### src/sv/qase_pkg.sv
// Package for the quadrature angle and speed estimator.
// Widths, filter coefficients, register indexes and the control word between
// the top level and the speed datapath. No dependencies.
package qase_pkg;

  localparam int unsigned CNT_W      = 16;  // encoder count and angle width
  localparam int unsigned STEP_W     = $clog2(CNT_W);
  localparam int unsigned PP_W       = 7;
  localparam int unsigned RPM_W      = 16;
  localparam int unsigned SF_W       = 32;  // Q16.16 filter state
  localparam int unsigned PROD_W     = 32;
  localparam int unsigned CFG_IDX_W  = 2;
  localparam int unsigned CFG_DATA_W = 16;

  localparam int unsigned CPR_DEF   = 4000;
  localparam int unsigned SCALE_DEF = 15;

  // 0.6 and 0.4 in Q16
  localparam logic [CNT_W-1:0] COEF_OLD = 16'd39322;
  localparam logic [CNT_W-1:0] COEF_NEW = 16'd26214;

  localparam logic signed [RPM_W-1:0] RPM_MAX = 16'sh7fff;
  localparam logic signed [RPM_W-1:0] RPM_MIN = 16'sh8000;

  localparam logic [CFG_IDX_W-1:0] REG_ZERO_OFFSET = 2'd0;
  localparam logic [CFG_IDX_W-1:0] REG_REVERSE_DIR = 2'd1;
  localparam logic [CFG_IDX_W-1:0] REG_POLE_PAIRS  = 2'd2;

  localparam logic [PP_W-1:0] POLE_PAIRS_RST = 7'd1;

  typedef struct packed {
    logic load;      // word accepted, capture tick difference
    logic mul_step;  // one bit of the rpm scale multiply
    logic sat;       // clamp rpm, prime the filter
    logic iir_step;  // one coefficient bit of the filter
    logic commit;    // write back the filter state
  } qase_ctrl_t;

endpackage

### src/sv/qase_if.sv
// Stream interfaces for input samples and angle/speed results.
// Depends on qase_pkg for field widths.
interface qase_in_if;
  import qase_pkg::*;
  logic             valid;
  logic             ready;
  logic             req_type;
  logic [CNT_W-1:0] count;
  modport source (output valid, req_type, count, input ready);
  modport sink   (input valid, req_type, count, output ready);
endinterface

interface qase_out_if;
  import qase_pkg::*;
  logic                    valid;
  logic                    ready;
  logic [CNT_W-1:0]        mech_pos;
  logic [CNT_W-1:0]        elec_pos;
  logic signed [RPM_W-1:0] rotor_rpm;
  modport source (output valid, mech_pos, elec_pos, rotor_rpm, input ready);
  modport sink   (input valid, mech_pos, elec_pos, rotor_rpm, output ready);
endinterface

### src/sv/qase_speed.sv
// Speed path: tick count difference with wrap fix, bit-serial rpm scaling,
// bit-serial 0.6/0.4 IIR in Q16.16. Depends on qase_pkg.
module qase_speed #(
  parameter int unsigned COUNTS_PER_REV = qase_pkg::CPR_DEF,
  parameter int unsigned TICK_RPM_SCALE = qase_pkg::SCALE_DEF
) (
  input  logic                             clk_i,
  input  logic                             rst_ni,
  input  qase_pkg::qase_ctrl_t             ctrl_i,
  input  logic [qase_pkg::STEP_W-1:0]      step_i,
  input  logic                             req_i,
  input  logic [qase_pkg::CNT_W-1:0]       count_i,
  output logic signed [qase_pkg::RPM_W-1:0] rotor_rpm_o
);
  import qase_pkg::*;

  localparam logic signed [CNT_W:0] CPR_S  = (CNT_W+1)'(COUNTS_PER_REV);
  localparam logic signed [CNT_W:0] HALF_S = (CNT_W+1)'(COUNTS_PER_REV / 2);
  localparam logic [CNT_W-1:0]      SCALE_V = CNT_W'(TICK_RPM_SCALE);
  localparam logic [STEP_W-1:0]     STEP_LAST = STEP_W'(CNT_W - 1);

  logic [CNT_W-1:0]         last_q;
  logic signed [SF_W-1:0]   sf_q;
  logic                     req_q;
  logic [CNT_W-1:0]         mag_q;
  logic                     neg_q;
  logic [PROD_W-1:0]        prod_q;
  logic signed [SF_W:0]     acc_q;
  logic signed [SF_W-1:0]   p2_q;
  logic signed [SF_W-1:0]   rsh_q;

  logic signed [CNT_W:0]    diff_raw;
  logic signed [CNT_W:0]    diff_fix;
  logic [STEP_W-1:0]        scale_idx;
  logic signed [RPM_W-1:0]  rpm_v;
  logic signed [SF_W:0]     acc_sum;

  always_comb begin
    diff_raw = $signed({1'b0, count_i}) - $signed({1'b0, last_q});
    if (diff_raw < -HALF_S) begin
      diff_fix = diff_raw + CPR_S;
    end else if (diff_raw > HALF_S) begin
      diff_fix = diff_raw - CPR_S;
    end else begin
      diff_fix = diff_raw;
    end
  end

  assign scale_idx = STEP_LAST - step_i;

  always_comb begin
    if (neg_q) begin
      rpm_v = (prod_q > PROD_W'(32768)) ? RPM_MIN : -$signed(prod_q[RPM_W-1:0]);
    end else begin
      rpm_v = (prod_q[PROD_W-1:RPM_W-1] != '0) ? RPM_MAX : $signed(prod_q[RPM_W-1:0]);
    end
  end

  assign acc_sum = acc_q + (COEF_OLD[step_i] ? $signed({sf_q[SF_W-1], sf_q}) : '0);

  always_ff @(posedge clk_i or negedge rst_ni) begin
    if (!rst_ni) begin
      last_q <= '0;
      sf_q   <= '0;
      req_q  <= 1'b0;
    end else begin
      if (ctrl_i.load) begin
        req_q <= req_i;
        if (req_i) begin
          last_q <= count_i;
        end
      end
      if (ctrl_i.commit && req_q) begin
        sf_q <= acc_q[SF_W-1:0] + p2_q;
      end
    end
  end

  always_ff @(posedge clk_i) begin
    if (ctrl_i.load) begin
      neg_q  <= diff_fix[CNT_W];
      mag_q  <= diff_fix[CNT_W] ? CNT_W'(-diff_fix) : diff_fix[CNT_W-1:0];
      prod_q <= '0;
    end
    // MSB-first shift-add over the scale constant
    if (ctrl_i.mul_step) begin
      prod_q <= {prod_q[PROD_W-2:0], 1'b0} + (SCALE_V[scale_idx] ? PROD_W'(mag_q) : '0);
    end
    if (ctrl_i.sat) begin
      acc_q <= '0;
      p2_q  <= '0;
      rsh_q <= SF_W'(rpm_v);
    end
    // LSB-first: halving each step keeps floor(0.6 * sf) exact
    if (ctrl_i.iir_step) begin
      acc_q <= acc_sum >>> 1;
      p2_q  <= p2_q + (COEF_NEW[step_i] ? rsh_q : '0);
      rsh_q <= rsh_q <<< 1;
    end
  end

  // Q16.16 to integer, truncated toward zero
  assign rotor_rpm_o = (sf_q[SF_W-1] && (sf_q[CNT_W-1:0] != '0)) ?
                       sf_q[SF_W-1:CNT_W] + RPM_W'(1) : sf_q[SF_W-1:CNT_W];

endmodule

### src/sv/quadrature_angle_speed_estimator.sv
// Channel  Dir  Width  Contents
// in_i     in   17     req_type, count
// out_o    out  48     mech_pos, elec_pos, rotor_rpm
// cfg      in   18     cfg_idx_i, cfg_wdata_i, strobed by cfg_we_i
//
// From accept to the next accept, one word passes through 16 modulo steps,
// 1 sign fix, 16 divide steps of the shared compare/subtract unit and 7
// shift-add steps for the pole pair multiply, plus accept and output load.
// in_i.ready is high only while the sequencer is idle; a result waiting in the
// output register does not block the next accept, only the next output load.
// Reset (async, active low) resets config (pole pairs to 1), clears tick count and filter state.
// Top level: angle path and sequencer. Depends on qase_pkg, qase_if, qase_speed.
module quadrature_angle_speed_estimator #(
  parameter int unsigned COUNTS_PER_REV = qase_pkg::CPR_DEF,
  parameter int unsigned TICK_RPM_SCALE = qase_pkg::SCALE_DEF
) (
  input  logic                              clk_i,
  input  logic                              rst_ni,
  qase_in_if.sink                           in_i,
  qase_out_if.source                        out_o,
  input  logic                              cfg_we_i,
  input  logic [qase_pkg::CFG_IDX_W-1:0]    cfg_idx_i,
  input  logic [qase_pkg::CFG_DATA_W-1:0]   cfg_wdata_i
);
  import qase_pkg::*;

  localparam logic [2:0] S_IDLE = 3'd0;
  localparam logic [2:0] S_MOD  = 3'd1;
  localparam logic [2:0] S_FIX  = 3'd2;
  localparam logic [2:0] S_DIV  = 3'd3;
  localparam logic [2:0] S_ELEC = 3'd4;
  localparam logic [2:0] S_FIN  = 3'd5;

  localparam logic [CNT_W:0]      CPR_V     = (CNT_W+1)'(COUNTS_PER_REV);
  localparam logic [STEP_W-1:0]   STEP_LAST = STEP_W'(CNT_W - 1);
  localparam logic [STEP_W-1:0]   PP_LAST   = STEP_W'(PP_W - 1);

  logic [2:0]               state_q, state_d;
  logic [STEP_W-1:0]        step_q;
  logic [CNT_W-1:0]         zero_off_q;
  logic                     rev_q;
  logic [PP_W-1:0]          pp_q;
  logic [CNT_W-1:0]         sh_q;
  logic [CNT_W-1:0]         r_q;
  logic                     neg_q;
  logic [CNT_W-1:0]         elec_q;
  logic                     out_valid_q;
  logic [CNT_W-1:0]         out_mech_q;
  logic [CNT_W-1:0]         out_elec_q;
  logic signed [RPM_W-1:0]  out_spd_q;

  logic                     in_acc;
  logic                     out_free;
  logic                     step_end;
  logic signed [CNT_W:0]    delta_raw;
  logic signed [CNT_W:0]    delta;
  logic                     red_bit;
  logic [CNT_W:0]           red_t;
  logic                     red_ge;
  logic [CNT_W-1:0]         red_r;
  logic [STEP_W-1:0]        pp_idx;
  logic signed [RPM_W-1:0]  rotor_rpm;
  qase_ctrl_t               spd_ctrl;

  assign in_i.ready = (state_q == S_IDLE);
  assign in_acc     = in_i.valid && in_i.ready;
  assign out_free   = !out_valid_q || out_o.ready;

  always_comb begin
    delta_raw = $signed({1'b0, in_i.count}) - $signed({1'b0, zero_off_q});
    delta     = rev_q ? -delta_raw : delta_raw;
  end

  // shared restoring step: modulo while shifting the count in, then divide
  assign red_bit = (state_q == S_MOD) ? sh_q[CNT_W-1] : 1'b0;
  assign red_t   = {r_q, red_bit};
  assign red_ge  = (red_t >= CPR_V);
  assign red_r   = red_ge ? CNT_W'(red_t - CPR_V) : red_t[CNT_W-1:0];

  assign pp_idx   = PP_LAST - step_q;
  assign step_end = (state_q == S_ELEC) ? (step_q == PP_LAST) : (step_q == STEP_LAST);

  always_comb begin
    state_d = state_q;
    unique case (state_q)
      S_IDLE: if (in_acc) state_d = S_MOD;
      S_MOD:  if (step_end) state_d = S_FIX;
      S_FIX:  state_d = S_DIV;
      S_DIV:  if (step_end) state_d = S_ELEC;
      S_ELEC: if (step_end) state_d = S_FIN;
      S_FIN:  if (out_free) state_d = S_IDLE;
      default: state_d = S_IDLE;
    endcase
  end

  always_comb begin
    spd_ctrl.load     = in_acc;
    spd_ctrl.mul_step = (state_q == S_MOD);
    spd_ctrl.sat      = (state_q == S_FIX);
    spd_ctrl.iir_step = (state_q == S_DIV);
    spd_ctrl.commit   = (state_q == S_ELEC) && (step_q == '0);
  end

  always_ff @(posedge clk_i or negedge rst_ni) begin
    if (!rst_ni) begin
      state_q     <= S_IDLE;
      step_q      <= '0;
      zero_off_q  <= '0;
      rev_q       <= 1'b0;
      pp_q        <= POLE_PAIRS_RST;
      out_valid_q <= 1'b0;
    end else begin
      state_q <= state_d;
      if (state_q == S_IDLE || state_d != state_q) begin
        step_q <= '0;
      end else begin
        step_q <= step_q + STEP_W'(1);
      end
      if (cfg_we_i) begin
        unique case (cfg_idx_i)
          REG_ZERO_OFFSET: zero_off_q <= cfg_wdata_i[CNT_W-1:0];
          REG_REVERSE_DIR: rev_q      <= cfg_wdata_i[0];
          REG_POLE_PAIRS:  pp_q       <= cfg_wdata_i[PP_W-1:0];
          default: ;
        endcase
      end
      if (state_q == S_FIN && out_free) begin
        out_valid_q <= 1'b1;
      end else if (out_o.ready) begin
        out_valid_q <= 1'b0;
      end
    end
  end

  always_ff @(posedge clk_i) begin
    unique case (state_q)
      S_IDLE: begin
        if (in_acc) begin
          neg_q <= delta[CNT_W];
          sh_q  <= delta[CNT_W] ? CNT_W'(-delta) : delta[CNT_W-1:0];
          r_q   <= '0;
        end
      end
      S_MOD: begin
        sh_q <= {sh_q[CNT_W-2:0], 1'b0};
        r_q  <= red_r;
      end
      S_FIX: begin
        if (neg_q && r_q != '0) begin
          r_q <= CPR_V[CNT_W-1:0] - r_q;
        end
      end
      S_DIV: begin
        // quotient bits land in sh_q, which then holds the mechanical angle
        r_q    <= red_r;
        sh_q   <= {sh_q[CNT_W-2:0], red_ge};
        elec_q <= '0;
      end
      S_ELEC: begin
        elec_q <= {elec_q[CNT_W-2:0], 1'b0} + (pp_q[pp_idx[$clog2(PP_W)-1:0]] ? sh_q : '0);
      end
      S_FIN: begin
        if (out_free) begin
          out_mech_q <= sh_q;
          out_elec_q <= elec_q;
          out_spd_q  <= rotor_rpm;
        end
      end
      default: ;
    endcase
  end

  qase_speed #(
    .COUNTS_PER_REV(COUNTS_PER_REV),
    .TICK_RPM_SCALE(TICK_RPM_SCALE)
  ) u_speed (
    .clk_i      (clk_i),
    .rst_ni     (rst_ni),
    .ctrl_i     (spd_ctrl),
    .step_i     (step_q),
    .req_i      (in_i.req_type),
    .count_i    (in_i.count),
    .rotor_rpm_o(rotor_rpm)
  );

  assign out_o.valid     = out_valid_q;
  assign out_o.mech_pos  = out_mech_q;
  assign out_o.elec_pos  = out_elec_q;
  assign out_o.rotor_rpm = out_spd_q;

endmodule

### src/flat_wrapper.sv
// flat-port wrapper written by rule: the top's interface ports become plain ports
module quadrature_angle_speed_estimator_flat import qase_pkg::*;
#(
  parameter int unsigned COUNTS_PER_REV = qase_pkg::CPR_DEF,
  parameter int unsigned TICK_RPM_SCALE = qase_pkg::SCALE_DEF
)
  (clk_i, rst_ni, cfg_we_i, cfg_idx_i, cfg_wdata_i, in_i_valid, in_i_req_type, in_i_count, in_i_ready, out_o_valid, out_o_mech_pos, out_o_elec_pos, out_o_rotor_rpm, out_o_ready);
  qase_in_if in_i_i ();
  qase_out_if out_o_i ();
  input  logic clk_i;
  input  logic rst_ni;
  input  logic cfg_we_i;
  input  logic [qase_pkg::CFG_IDX_W-1:0] cfg_idx_i;
  input  logic [qase_pkg::CFG_DATA_W-1:0] cfg_wdata_i;
  input wire logic [$bits(in_i_i.valid)-1:0] in_i_valid;
  input wire logic [$bits(in_i_i.req_type)-1:0] in_i_req_type;
  input wire logic [$bits(in_i_i.count)-1:0] in_i_count;
  output wire logic [$bits(in_i_i.ready)-1:0] in_i_ready;
  output wire logic [$bits(out_o_i.valid)-1:0] out_o_valid;
  output wire logic [$bits(out_o_i.mech_pos)-1:0] out_o_mech_pos;
  output wire logic [$bits(out_o_i.elec_pos)-1:0] out_o_elec_pos;
  output wire logic [$bits(out_o_i.rotor_rpm)-1:0] out_o_rotor_rpm;
  input wire logic [$bits(out_o_i.ready)-1:0] out_o_ready;
  assign in_i_i.valid = in_i_valid;
  assign in_i_i.req_type = in_i_req_type;
  assign in_i_i.count = in_i_count;
  assign in_i_ready = in_i_i.ready;
  assign out_o_valid = out_o_i.valid;
  assign out_o_mech_pos = out_o_i.mech_pos;
  assign out_o_elec_pos = out_o_i.elec_pos;
  assign out_o_rotor_rpm = out_o_i.rotor_rpm;
  assign out_o_i.ready = out_o_ready;
  quadrature_angle_speed_estimator #(.COUNTS_PER_REV(COUNTS_PER_REV), .TICK_RPM_SCALE(TICK_RPM_SCALE)) u_core (.clk_i(clk_i), .rst_ni(rst_ni), .in_i(in_i_i), .out_o(out_o_i), .cfg_we_i(cfg_we_i), .cfg_idx_i(cfg_idx_i), .cfg_wdata_i(cfg_wdata_i));
endmodule
### config.mk
export PLATFORM = sky130hd
export DESIGN_NAME = quadrature_angle_speed_estimator_flat
export DESIGN_NICKNAME = d
export VERILOG_FILES = /design/src/sv/qase_pkg.sv /design/src/sv/qase_if.sv /design/src/sv/qase_speed.sv /design/src/sv/quadrature_angle_speed_estimator.sv /design/src/flat_wrapper.sv
export SDC_FILE = /design/constraint.sdc
export NUM_CORES = 1
export LEC_CHECK = 0
export ABC_AREA = 0
export BUFFER_PORTS_ARGS = -buffer_cell sky130_fd_sc_hd__buf_4
export CORE_MARGIN = 10
export CORE_UTILIZATION = 63
export DETAILED_ROUTE_END_ITERATION = 10
export PLACE_DENSITY = 0.81
export RECOVER_POWER = 50
export SLEW_MARGIN = 5
export SYNTH_ARGS = -nofsm -noshare
export SYNTH_HDL_FRONTEND = slang
export SYNTH_SLANG_ARGS = --single-unit
### constraint.sdc
create_clock -name clk_i -period 5.5 [get_ports clk_i]
set_input_delay 0.825 -clock clk_i [delete_from_list [all_inputs] [get_ports clk_i]]
set_output_delay 0.825 -clock clk_i [all_outputs]
set_load 0.005 [all_outputs]
# Word-level counts from Yosys, hierarchy flattened

Memory sizes are Yosys's and may differ from the RTL's.
Index checks and enable logic that the tools add are counted.

Word-level logic and storage cells: 138
Output and inout port bits: 50
Memory bits (read-only): 48
Latch bits: 0
Bits of input ports: 40
Memory bits (writable): 0
Flip-flop bits (word level): 324
Memories kept: 3

Memory list:

| name            | words | bits a word | rd ports | clocked after Yosys merged registers in | write ports | RTL line         | RTL |
|---|---|---|---|---|---|---|---|
| (no name shown) | 16    | 1           | 1        | 0                                       | 0           | qase_speed.sv:97 | `p2_q <= p2_q + (COEF_NEW[step_i] ? rsh_q : '0);` |
| (no name shown) | 16    | 1           | 1        | 0                                       | 0           | qase_speed.sv:87 | `prod_q <= {prod_q[PROD_W-2:0], 1'b0} + (SCALE_V[scale_idx] ? PROD_W'(mag_q) : '0);` |
| (no name shown) | 16    | 1           | 1        | 0                                       | 0           | qase_speed.sv:59 | `assign acc_sum = acc_q + (COEF_OLD[step_i] ? $signed({sf_q[SF_W-1], sf_q}) : '0);` |

Equality and inequality tests: 12
$add $sub $neg: 19
Mux-type cells: 44
Div/mod/pow operators: 0
Magnitude comparators: 7
Bitwise operators: 0
Shift operators: 0
Multipliers: 0
Reductions and logical operators: 30

Operators by type and width:

| kind                                                                 | number |
|---|---|
| two-way mux 32 bit                                                   | 7 |
| two-way mux 16 bit                                                   | 12 |
| two-way mux 33 bit                                                   | 3 |
| one-hot mux 16 bit (3 select lines)                                  | 2 |
| adder 32 bit                                                         | 2 |
| two-way mux 17 bit                                                   | 3 |
| negator 16 bit                                                       | 3 |
| subtractor 16 x 16 -> 17 bit                                         | 2 |
| adder 33 bit                                                         | 1 |
| adder 32 x 16 -> 32 bit                                              | 1 |
| > comparator 32 x 16 -> 1 bit (second input constant)                | 1 |
| one-hot mux 16 bit (2 select lines)                                  | 1 |
| nonzero test 16 bit                                                  | 2 |
| one-hot mux 3 bit (6 select lines)                                   | 1 |
| adder 17 x 13 -> 17 bit (second input constant)                      | 1 |
| greater-or-equal comparator 17 x 12 -> 1 bit (second input constant) | 1 |
| > comparator 17 x 12 -> 1 bit (second input constant)                | 1 |
| less-than comparator 17 x 12 -> 1 bit (second input constant)        | 1 |
| negator 17 bit                                                       | 1 |
| nonzero test 17 bit                                                  | 1 |
| subtractor 17 x 13 -> 17 bit (second input constant)                 | 1 |
| adder 16 x 1 -> 16 bit (second input constant)                       | 1 |
| adder 16 bit                                                         | 1 |
| subtractor 12 x 16 -> 16 bit (first input constant)                  | 1 |
| other kinds (30)                                                     | 61 |

# Logic depth before layout (Yosys ltp)

Gate-level depths: netlist of run 1.

Depth after elaboration: 7
Gate-level depth with buffers: 23
Gate-level depth less buffers: 22

# By module

From an unflattened synthesis of run 1, not the netlist that was laid out.

Cells, all modules: 2402
Area, all modules: 22950.8 sq um

Modules (own cells, without submodules):

| module                           | cells an instance | seq. area each (sq um) | times used | area each (sq um) |
|---|---|---|---|---|
| qase_speed                       | 1653              | 5570.3                 | 1          | 15219.6 |
| quadrature_angle_speed_estimator | 749               | 3714.8                 | 1          | 7731.2 |

# Worst setup path before layout of run 1

No wires, ideal clock.

Path type: input port to flip-flop
Start: input port in_i_count[0]
End: register u_core.u_speed.mag_q[13] (data pin)
Required time: 5239 ps
Data arrival time: 4761 ps
Stages on the path: 16
Setup time: 261 ps
Path slack: 477 ps
Buffers on the path: 0
Cells stage by stage: inv_1 ha_1 fa_1 nor2b_1 o2111ai_1 nand2_1 xor2_1 inv_1 ha_1 a2111oi_4 o21ai_1 o32ai_1 xor2_1 or4b_4 o41a_1 xnor2_1

Word-level cells in the longest chain between the ends: 6
Elaborated cells between the ends (all ways): 9
Classes of those cells: add/sub (4); order compare (2); mux (3)

Ends and longest elaborated chain:

| element                                                                       | RTL line                           | RTL |
|---|---|---|
| start: declaration                                                            | flat_wrapper.sv:17                 | `input wire logic [$bits(in_i_i.count)-1:0] in_i_count;` |
| subtractor 16 x 16 -> 17 bit *                                                | qase_speed.sv:39                   | `diff_raw = $signed({1'b0, count_i}) - $signed({1'b0, last_q});` |
| subtractor 17 x 13 -> 17 bit or > comparator 17 x 12 -> 1 bit (tied branches) | qase_speed.sv:43, qase_speed.sv:42 |  |
| two-way mux 17 bit                                                            | qase_speed.sv:42                   | `end else if (diff_raw > HALF_S) begin` |
| two-way mux 17 bit *                                                          | qase_speed.sv:40                   | `if (diff_raw < -HALF_S) begin` |
| negator 16 bit                                                                | qase_speed.sv:82                   | `mag_q <= diff_fix[CNT_W] ? CNT_W'(-diff_fix) : diff_fix[CNT_W-1:0];` |
| two-way mux 16 bit *                                                          | qase_speed.sv:82                   |  |
| end signal: assignment                                                        | qase_speed.sv:82                   |  |
| end: declaration                                                              | qase_speed.sv:25                   | `logic [CNT_W-1:0] mag_q;` |

Every way passes the cells marked *; elsewhere a longest branch is shown, timed or not.
A chain may end at the register's enable or synchronous reset.

# Final worst setup path of run 1

Start: register u_core.step_q[2]
End: register u_core.u_speed.acc_q[29] (data pin)

Word-level cells in the longest chain between the ends: 5

Ends and longest elaborated chain:

| element                                 | RTL line                                | RTL |
|---|---|---|
| start: declaration                      | quadrature_angle_speed_estimator.sv:39  | `logic [STEP_W-1:0] step_q;` |
| start signal: assignment                | quadrature_angle_speed_estimator.sv:117 | `step_q <= step_q + STEP_W'(1);` |
| memory (16 x 1 bit)                     | --                                      |  |
| two-way mux 1 bit (not written as such) | qase_speed.sv:59                        |  |
| two-way mux 33 bit                      | qase_speed.sv:59                        |  |
| adder 33 bit                            | qase_speed.sv:59                        |  |
| two-way mux 33 bit                      | qase_speed.sv:95                        | `if (ctrl_i.iir_step) begin` |
| end signal: assignment                  | qase_speed.sv:96                        | `acc_q <= acc_sum >>> 1;` |
| end: declaration                        | qase_speed.sv:28                        | `logic signed [SF_W:0] acc_q;` |

Every way passes these cells. The select of a mux whose other input is x is not followed.

==> Flow_metrics.wiki, run 1 <==
{| class="wikitable"
! Metric !! Value
|-
| Nature of the critical path startpoint || flip-flop
|-
| Number of global-route vias before repair || 18000
|-
| Pins Over Slew Limit || 209
|-
| Standard-cell rows || 69
|-
| Actual transition at the worst max-transition pin || 3.43 ns
|-
| Cell at the root of the clock tree || sky130_fd_sc_hd__clkbuf_16
|-
| Clock latency on the worst-skew pair || 0.56 ns
|-
| Clock Skew || 0.0304 ns
|-
| Half-perimeter wire length of the detailed placement result || 39.6 mm
|-
| Classification of the worst-slack hold path || reg2reg
|-
| TritonCTS buffer count || 38
|-
| Outcome || finished with violations
|-
| Violations in the final reports || capacitance limit, slew limit
|-
| Switching fraction of total power || 41.7%
|-
| Commonest cells in the netlist || sky130_fd_sc_hd__edfxtp_1, sky130_fd_sc_hd__nor2_1, sky130_fd_sc_hd__nand2_1
|-
| Wire length of the first global-routing pass || 87.3 mm
|-
| Vias per std cell || 6.16
|-
| Layout net count || 2681
|-
| GR Util met3 || 3.59%
|-
| Instance count of the mapped netlist || 2382
|-
| Total gr overflow || 0
|-
| Buffers added on ports || 89
|-
| Number of remaining DRC errors || 0
|-
| Max cap viols || 4
|-
| Number of flops mapped to enable cells by yosys || 241
|-
| Syn Area/Cell || 9.50 um^2
|-
| Post-cts repair resize count || 0
|-
| Routed wire length || 53.3 mm
|-
| Clk pwr share || 18.8%
|-
| Final hold violation count || 0
|-
| Post-synth cell types || 78
|-
| Post-synth top flop || sky130_fd_sc_hd__edfxtp_1
|-
| Total leakage power || about 11 nW
|-
| Finish-stage setup viols || 0
|-
| Post CTS Setup Buffer Count || 0
|-
| Netlist area before placement || 22600 um^2
|-
| Syn nets || 2600
|-
| Area occupied by multi-input gates || 12600 um^2
|-
| Peak-usage layer in the global routing report || met2
|-
| Setup TNS after final layout || 0 ns
|-
| Clock Sinks || 323
|-
| Most repeated cell in the gate-level netlist after synthesis || sky130_fd_sc_hd__edfxtp_1
|-
| Max_slew headroom || -129%
|-
| Share of final-layout standard cells stronger than drive strength 1 || 9.07%
|-
| Final GP Congestion || 0.899
|-
| Unrepaired setup endpoints after global routing || no
|-
| Switching power || 5.80 mW
|-
| Maximum clock rate || 0.197 GHz
|-
| Yosys warning count || 0
|-
| Detail-routed net length per standard cell || 18.0 um
|-
| Number of buffers inserted for hold repair after clock tree synthesis || 0
|-
| Top area cells in the synthesized netlist || sky130_fd_sc_hd__edfxtp_1, sky130_fd_sc_hd__ha_1, sky130_fd_sc_hd__dfrtp_1
|-
| Met1 usage in global routing || 28.6%
|-
| Initial core utilization || 63.8%
|-
| CP max FO || 9
|-
| Area share of the largest cell type after synthesis || 32.0%
|-
| Largest net degree at the start of global routing || 64
|-
| Dpl cell area || roughly 24000 um^2
|-
| Overall Global Routing Usage || 23.5%
|-
| H-tree Lvls || 2
|-
| Shortest clock period the worst path allows after layout || 5.07 ns
|-
| P per Cell Area || 556 nW/um^2
|-
| Proportion of synthesized flip-flops having asynchronous set or reset || between 20% and 30%
|-
| Placeable core region || 35500 um^2
|-
| TritonCTS clock tree || yes
|-
| Critical path required time || 5.79 ns
|-
| Post-synthesis cell type with the largest combined area || sky130_fd_sc_hd__edfxtp_1
|-
| Capturing element type of the critical path || flip-flop
|-
| Number of fill cells in the layout || 2567
|-
| Number of violations reported at the end of detailed-routing iteration 0 || 1160
|-
| Reg power frac || 29.5%
|-
| Setup Crit Path Kind || reg2reg
|-
| Chip Height || about 210 um
|-
| Register Area || between 9000 and 10000 um^2
|-
| Clock Path Buffers || 3
|-
| Top-level I/O count || 90
|-
| Post-detailed-route count of antenna-violating nets || 0
|-
| P_int || 8.11 mW
|-
| Overall Power || 13.9 mW
|-
| Highest ir drop seen on vdd || 0.419 mV
|-
| Clock-pin transition on the worst setup and hold timing paths || about 0.060 ns
|-
| X dimension of the die || approximately 210 um
|-
| Antenna violations before repair || 1
|-
| Met2 usage || 41.8%
|-
| Arrival @ worst endpoint || 5.36 ns
|-
| Area growth from synthesis to layout || 10.6%
|-
| Crit share post-route || 92.2%
|-
| Total via count after detailed routing || 18200
|-
| #FFs+latches synth || approximately 320
|-
| Design Area, Final || 25000 um^2
|-
| Combinational Power Share || 51.7%
|-
| Length of the first detailed-routing pass in iterations || 5
|-
| Die area || between 40000 and 50000 um^2
|-
| Sequential element share of the synthesized area || 41.0%
|}
final timing paths:
check / from / endpoint / slack (ns) / cells after the start
worst max-delay path: u_core.step_q[2]$_DFF_PN0_ / u_core.u_speed.acc_q[29]$_SDFFCE_PN0P_ / 0.43 / 16
worst min-delay path: u_core.elec_q[15]$_SDFFCE_PN0P_ / u_core.out_o.elec_pos[15]$_DFFE_PP_ / 0.42 / 0
worst max register to register: u_core.step_q[2]$_DFF_PN0_ / u_core.u_speed.acc_q[29]$_SDFFCE_PN0P_ / 0.43 / 16
worst min register to register: u_core.elec_q[15]$_SDFFCE_PN0P_ / u_core.out_o.elec_pos[15]$_DFFE_PP_ / 0.42 / 0
max in group asynchronous: rst_ni / u_core.u_speed.sf_q[7]$_DFFE_PN0P_ / 1.17 / 2
min in group asynchronous: rst_ni / u_core.u_speed.last_q[9]$_DFFE_PN0P_ / 0.48 / 1
final cells by class:
type                    instances  area share (%)
multi-input cells            1852            50.2
well taps                     461            2.31
clock inverters                18           0.785
repair buffers                121            3.31
flip-flops and latches        323            37.1
diodes                          1          0.0100
clock buffers                  51            4.33
inverters                     127            1.91
worst max-delay path: stages, from the launching register on:
cell and delay [ns]:
sky130_fd_sc_hd__dfrtp_1 0.46, sky130_fd_sc_hd__o21ai_0 0.52, sky130_fd_sc_hd__o31a_1 0.52, sky130_fd_sc_hd__and2_1 0.19
sky130_fd_sc_hd__ha_1 0.28, sky130_fd_sc_hd__nor2b_1 0.20, sky130_fd_sc_hd__o21ai_0 0.23, sky130_fd_sc_hd__a21oi_1 0.13
sky130_fd_sc_hd__o21a_1 0.22, sky130_fd_sc_hd__o211ai_1 0.24, sky130_fd_sc_hd__a31oi_1 0.16, sky130_fd_sc_hd__o21ai_0 0.54
sky130_fd_sc_hd__o221ai_1 0.21, sky130_fd_sc_hd__a31oi_1 0.51, sky130_fd_sc_hd__o21bai_1 0.17, sky130_fd_sc_hd__xnor2_1 0.17
sky130_fd_sc_hd__nor2_1 0.05
state kept, by name, summed over array words and instances (netlist names), 32 cells and up:
name,cells
u_core.u_speed.sf_q,32
u_core.u_speed.p2_q,32
u_core.u_speed.prod_q,32
u_core.u_speed.acc_q,32
u_core.u_speed.rsh_q,32
per-stage QoR:
| stage | cells | worst slack (ns) | utilization (%) | hold slack [ns] |
|---|---|---|---|---|
| floorplan | 2382 | 0.477 | - | 0.400 |
| global placement | 2884 | 0.222 | 67.1 | 0.401 |
| detailed placement | 2884 | 0.119 | 67.1 | 0.408 |
| CTS | 2953 | 0.457 | 70.8 | 0.139 |
| global route | 2953 | 0.00000844 | 70.5 | 0.424 |
| finish | 2954 | 0.430 | 70.5 | 0.420 |
cells in the final DEF (no fill, tap or decap), types with 76 or more instances in the layout:
| master | instances |
|---|---|
| sky130_fd_sc_hd__ha_1 | 171 |
| sky130_fd_sc_hd__xnor2_1 | 128 |
| sky130_fd_sc_hd__nand2_1 | 178 |
| sky130_fd_sc_hd__a21oi_1 | 145 |
| sky130_fd_sc_hd__nor2_1 | 212 |
| sky130_fd_sc_hd__xor2_1 | 89 |
| sky130_fd_sc_hd__and2_1 | 76 |
| sky130_fd_sc_hd__edfxtp_1 | 241 |
| sky130_fd_sc_hd__a21o_1 | 79 |
| sky130_fd_sc_hd__inv_1 | 125 |
| sky130_fd_sc_hd__dfrtp_1 | 80 |
| sky130_fd_sc_hd__o21ai_0 | 157 |
cells by family after synthesis:
family	count (synthesis)	synth area share [%]
adder cells (fa/ha/maj)	178	10.1
XOR/XNOR	218	8.47
multiplexers	38	1.90
AND/OR/NAND/NOR	811	17.9
flip-flops	323	41.0
AO/OA/AOI/OAI	607	17.2
buffers and inverters	207	3.43
metal layers:
| metal | part of all wire [%] | routed length (um) |
|---|---|---|
| met5 | 0 | 0 |
| met4 | 2.6 | 1370 |
| met3 | 5.8 | 3080 |
| met2 | 49 | 26300 |
| met1 | 42 | 22600 |
power by group through the flow:
stage                     clock (mW)  sequential, mW  combinational, mW
final                           2.61            4.11               7.19
after global routing            2.73            4.18               8.00
after CTS                       2.64            4.08               7.16
after detailed placement           0            4.12               7.09
after global placement             0            4.08               6.84
after floorplan                    0            3.91               5.66
Note: power is estimated with default switching activity, not from simulation.
==> inputs of run 2 (changes only) <==
--- a/config.mk
+++ b/config.mk
@@ -7,8 +7,10 @@
 export LEC_CHECK = 0
 export ABC_AREA = 0
 export BUFFER_PORTS_ARGS = -buffer_cell sky130_fd_sc_hd__buf_4
+export CORE_ASPECT_RATIO = 1.25
 export CORE_MARGIN = 10
 export CORE_UTILIZATION = 63
+export CTS_CLUSTER_DIAMETER = 200
 export DETAILED_ROUTE_END_ITERATION = 10
 export PLACE_DENSITY = 0.81
 export RECOVER_POWER = 50
==> constraint.sdc (replaced) <==
create_clock -name clk_i -period 5.5 [get_ports clk_i]
set_input_delay 1.1 -clock clk_i [delete_from_list [all_inputs] [get_ports clk_i]]
set_output_delay 1.1 -clock clk_i [all_outputs]
set_load 0.005 [all_outputs]
==> run 2 against run 1 <==
Effect of this change:
- the flow still finishes with violations (capacitance limit, slew limit)
- global-route usage rose by 0.25 points
- critical path depth rose by 3
- hold slack better by 0.0083 ns
- register-to-register slack got worse by 0.08 ns
- maximum frequency fell by 1.5%
- worst setup slack worse by 0.078 ns
- critical endpoint is now u_core.u_speed.acc_q[30]$_SDFFCE_PN0P_
- largest power group unchanged
- highest routed layer unchanged
==> Flow_metrics.wiki, run 2 (synthesized netlist as in run 1, its figures left out) <==
{| class="wikitable"
! Metric !! Value
|-
| Total via count after detailed routing || between 15000 and 20000
|-
| Pins Over Slew Limit || 180
|-
| Clock Skew || 0.0245 ns
|-
| Antenna violations before repair || 0
|-
| Number of remaining DRC errors || 0
|-
| Max_slew headroom || -78.4%
|-
| Finish-stage setup viols || 0
|-
| Final GP Congestion || 0.947
|-
| TritonCTS buffer count || 35
|-
| Capturing element type of the critical path || flip-flop
|-
| Total leakage power || 10.7 nW
|-
| Classification of the worst-slack hold path || reg2reg
|-
| Layout net count || roughly 2700
|-
| Number of violations reported at the end of detailed-routing iteration 0 || 1141
|-
| Actual transition at the worst max-transition pin || 2.68 ns
|-
| Share of final-layout standard cells stronger than drive strength 1 || 9.20%
|-
| Violations in the final reports || capacitance limit, slew limit
|-
| Critical path required time || 5.79 ns
|-
| Clock Sinks || 323
|-
| Commonest non-fill, non-tap cells in the layout || sky130_fd_sc_hd__edfxtp_1, sky130_fd_sc_hd__nor2_1, sky130_fd_sc_hd__nand2_1, sky130_fd_sc_hd__ha_1, sky130_fd_sc_hd__o21ai_0
|-
| Area occupied by multi-input gates || about 13000 um^2
|-
| Highest ir drop seen on vdd || 0.355 mV
|-
| Length of the first detailed-routing pass in iterations || 5
|-
| Cell at the root of the clock tree || sky130_fd_sc_hd__clkbuf_16
|-
| Top-level I/O count || 90
|-
| Standard-cell rows || 77
|-
| Detail-routed net length per standard cell || 17.8 um
|-
| Maximum clock rate || 0.194 GHz
|-
| X dimension of the die || 189 um
|-
| Setup Crit Path Kind || reg2reg
|-
| Outcome || finished with violations
|-
| Number of global-route vias before repair || 18200
|-
| Leading cell type in the layout, fill and taps excluded || sky130_fd_sc_hd__edfxtp_1
|-
| Number of buffers inserted for hold repair after clock tree synthesis || 0
|-
| Ant diodes || 0
|-
| Shortest clock period the worst path allows after layout || 5.15 ns
|-
| Post-cts repair resize count || 0
|-
| Clock-pin transition on the worst setup and hold timing paths || 0.07 ns
|-
| Clock Path Buffers || 3
|-
| Half-perimeter wire length of the detailed placement result || 39.1 mm
|-
| Overall Global Routing Usage || 23.8%
|-
| Crit share post-route || 93.6%
|-
| Total gr overflow || 0
|-
| Post CTS Setup Buffer Count || 0
|-
| Arrival @ worst endpoint || around 5.4 ns
|-
| Wire length of the first global-routing pass || 87.0 mm
|-
| CP max FO || 28
|-
| H-tree Lvls || 2
|-
| Unrepaired setup endpoints after global routing || no
|-
| Routed wire length || 52.8 mm
|-
| TritonCTS clock tree || yes
|-
| Final cell count without fillers || 2973
|-
| Placeable core region || 35500 um^2
|-
| Register Area || ~9300 um^2
|-
| Largest net degree at the start of global routing || 75
|-
| Number of fill cells in the layout || 2672
|-
| Area growth from synthesis to layout || 10.7%
|-
| Die area || 43900 um^2
|-
| Cell Count Post-Placement || 2911
|-
| P per Cell Area || 557 nW/um^2
|-
| Clock latency on the worst-skew pair || 0.55 ns
|-
| Final hold violation count || 0
|-
| Final core utilization || 70.6%
|-
| Buffers added on ports || 89
|-
| Nature of the critical path startpoint || flip-flop
|-
| Initial core utilization || 63.8%
|-
| Max cap viols || 3
|-
| Post-detailed-route count of antenna-violating nets || 0
|-
| Vias per std cell || 6.08
|-
| Chip Height || approximately 230 um
|}
==> run 2: critical path: stages, from the launching register on <==
cell	delay, ns
sky130_fd_sc_hd__dfrtp_1	0.42
sky130_fd_sc_hd__inv_1	0.06
sky130_fd_sc_hd__ha_1	0.29
sky130_fd_sc_hd__o21ai_0	0.20
sky130_fd_sc_hd__o31a_1	0.40
sky130_fd_sc_hd__buf_4	0.33
sky130_fd_sc_hd__and2_1	0.17
sky130_fd_sc_hd__ha_1	0.27
sky130_fd_sc_hd__a21o_1	0.20
sky130_fd_sc_hd__a21o_1	0.17
sky130_fd_sc_hd__a21o_1	0.19
sky130_fd_sc_hd__a221o_1	0.34
sky130_fd_sc_hd__a21oi_1	0.26
sky130_fd_sc_hd__o211a_1	0.25
sky130_fd_sc_hd__o31ai_1	0.14
sky130_fd_sc_hd__nand3_1	0.11
sky130_fd_sc_hd__a21boi_0	0.11
sky130_fd_sc_hd__o41ai_1	0.57
sky130_fd_sc_hd__mux2i_1	0.24
sky130_fd_sc_hd__o311ai_0	0.13
==> run 2: area by class of cell <==
cell class	count	area share, %
multi-input combinational	1852	50.2
timing repair buffer	135	3.62
inverter	127	1.91
clock inverter	23	1.22
sequential	323	37.1
tap	474	2.37
clock buffer	39	3.60
==> run 2: worst paths after layout <==
kind,from,to,slack [ns],cells past startpoint
setup / recovery,u_core.step_q[1]$_DFF_PN0_,u_core.u_speed.acc_q[30]$_SDFFCE_PN0P_,0.35,19
hold / removal,u_core.elec_q[15]$_SDFFCE_PN0P_,u_core.out_o.elec_pos[15]$_DFFE_PP_,0.43,0
setup reg to reg,u_core.step_q[1]$_DFF_PN0_,u_core.u_speed.acc_q[30]$_SDFFCE_PN0P_,0.35,19
hold reg to reg,u_core.elec_q[15]$_SDFFCE_PN0P_,u_core.out_o.elec_pos[15]$_DFFE_PP_,0.43,0
max in group asynchronous,rst_ni,u_core.u_speed.sf_q[6]$_DFFE_PN0P_,2.74,2
min in group asynchronous,rst_ni,u_core.rev_q$_DFFE_PN0P_,0.44,1
==> run 2: stage by stage <==
| step | worst slack (ns) | hold slack [ns] | cell area (um^2) | TNS, ns | power, mW |
|---|---|---|---|---|---|
| after global placement | 0.0225 | 0.420 | 23900 | 0 | 11.1 |
| after CTS | 0.430 | 0.334 | 25200 | 0 | 13.9 |
| after global routing | 0.0244 | 0.439 | 25000 | 0 | 15.0 |
| after floorplan | 0.202 | 0.400 | 22600 | 0 | 9.58 |
| final | 0.352 | 0.428 | 25000 | 0 | 13.9 |
| after detailed placement | -0.120 | 0.413 | 23900 | -0.255 | 11.3 |
==> run 2: per-layer routing <==
| layer | wire (um) | track usage, % |
|---|---|---|
| met5 | 0 | 0 |
| met4 | 1900 | 10.8 |
| met3 | 2520 | 3.65 |
| met2 | 28000 | 44.8 |
| met1 | 20400 | 25.6 |
==> run 2: where the power goes <==
part / switching, mW / leakage, nW / internal, mW
Combinational: 4.23 / 6.69 / 3.10
Clock: 1.01 / 0.581 / 1.52
Sequential: 0.512 / 3.38 / 3.58
Total: 5.75 / 10.7 / 8.19
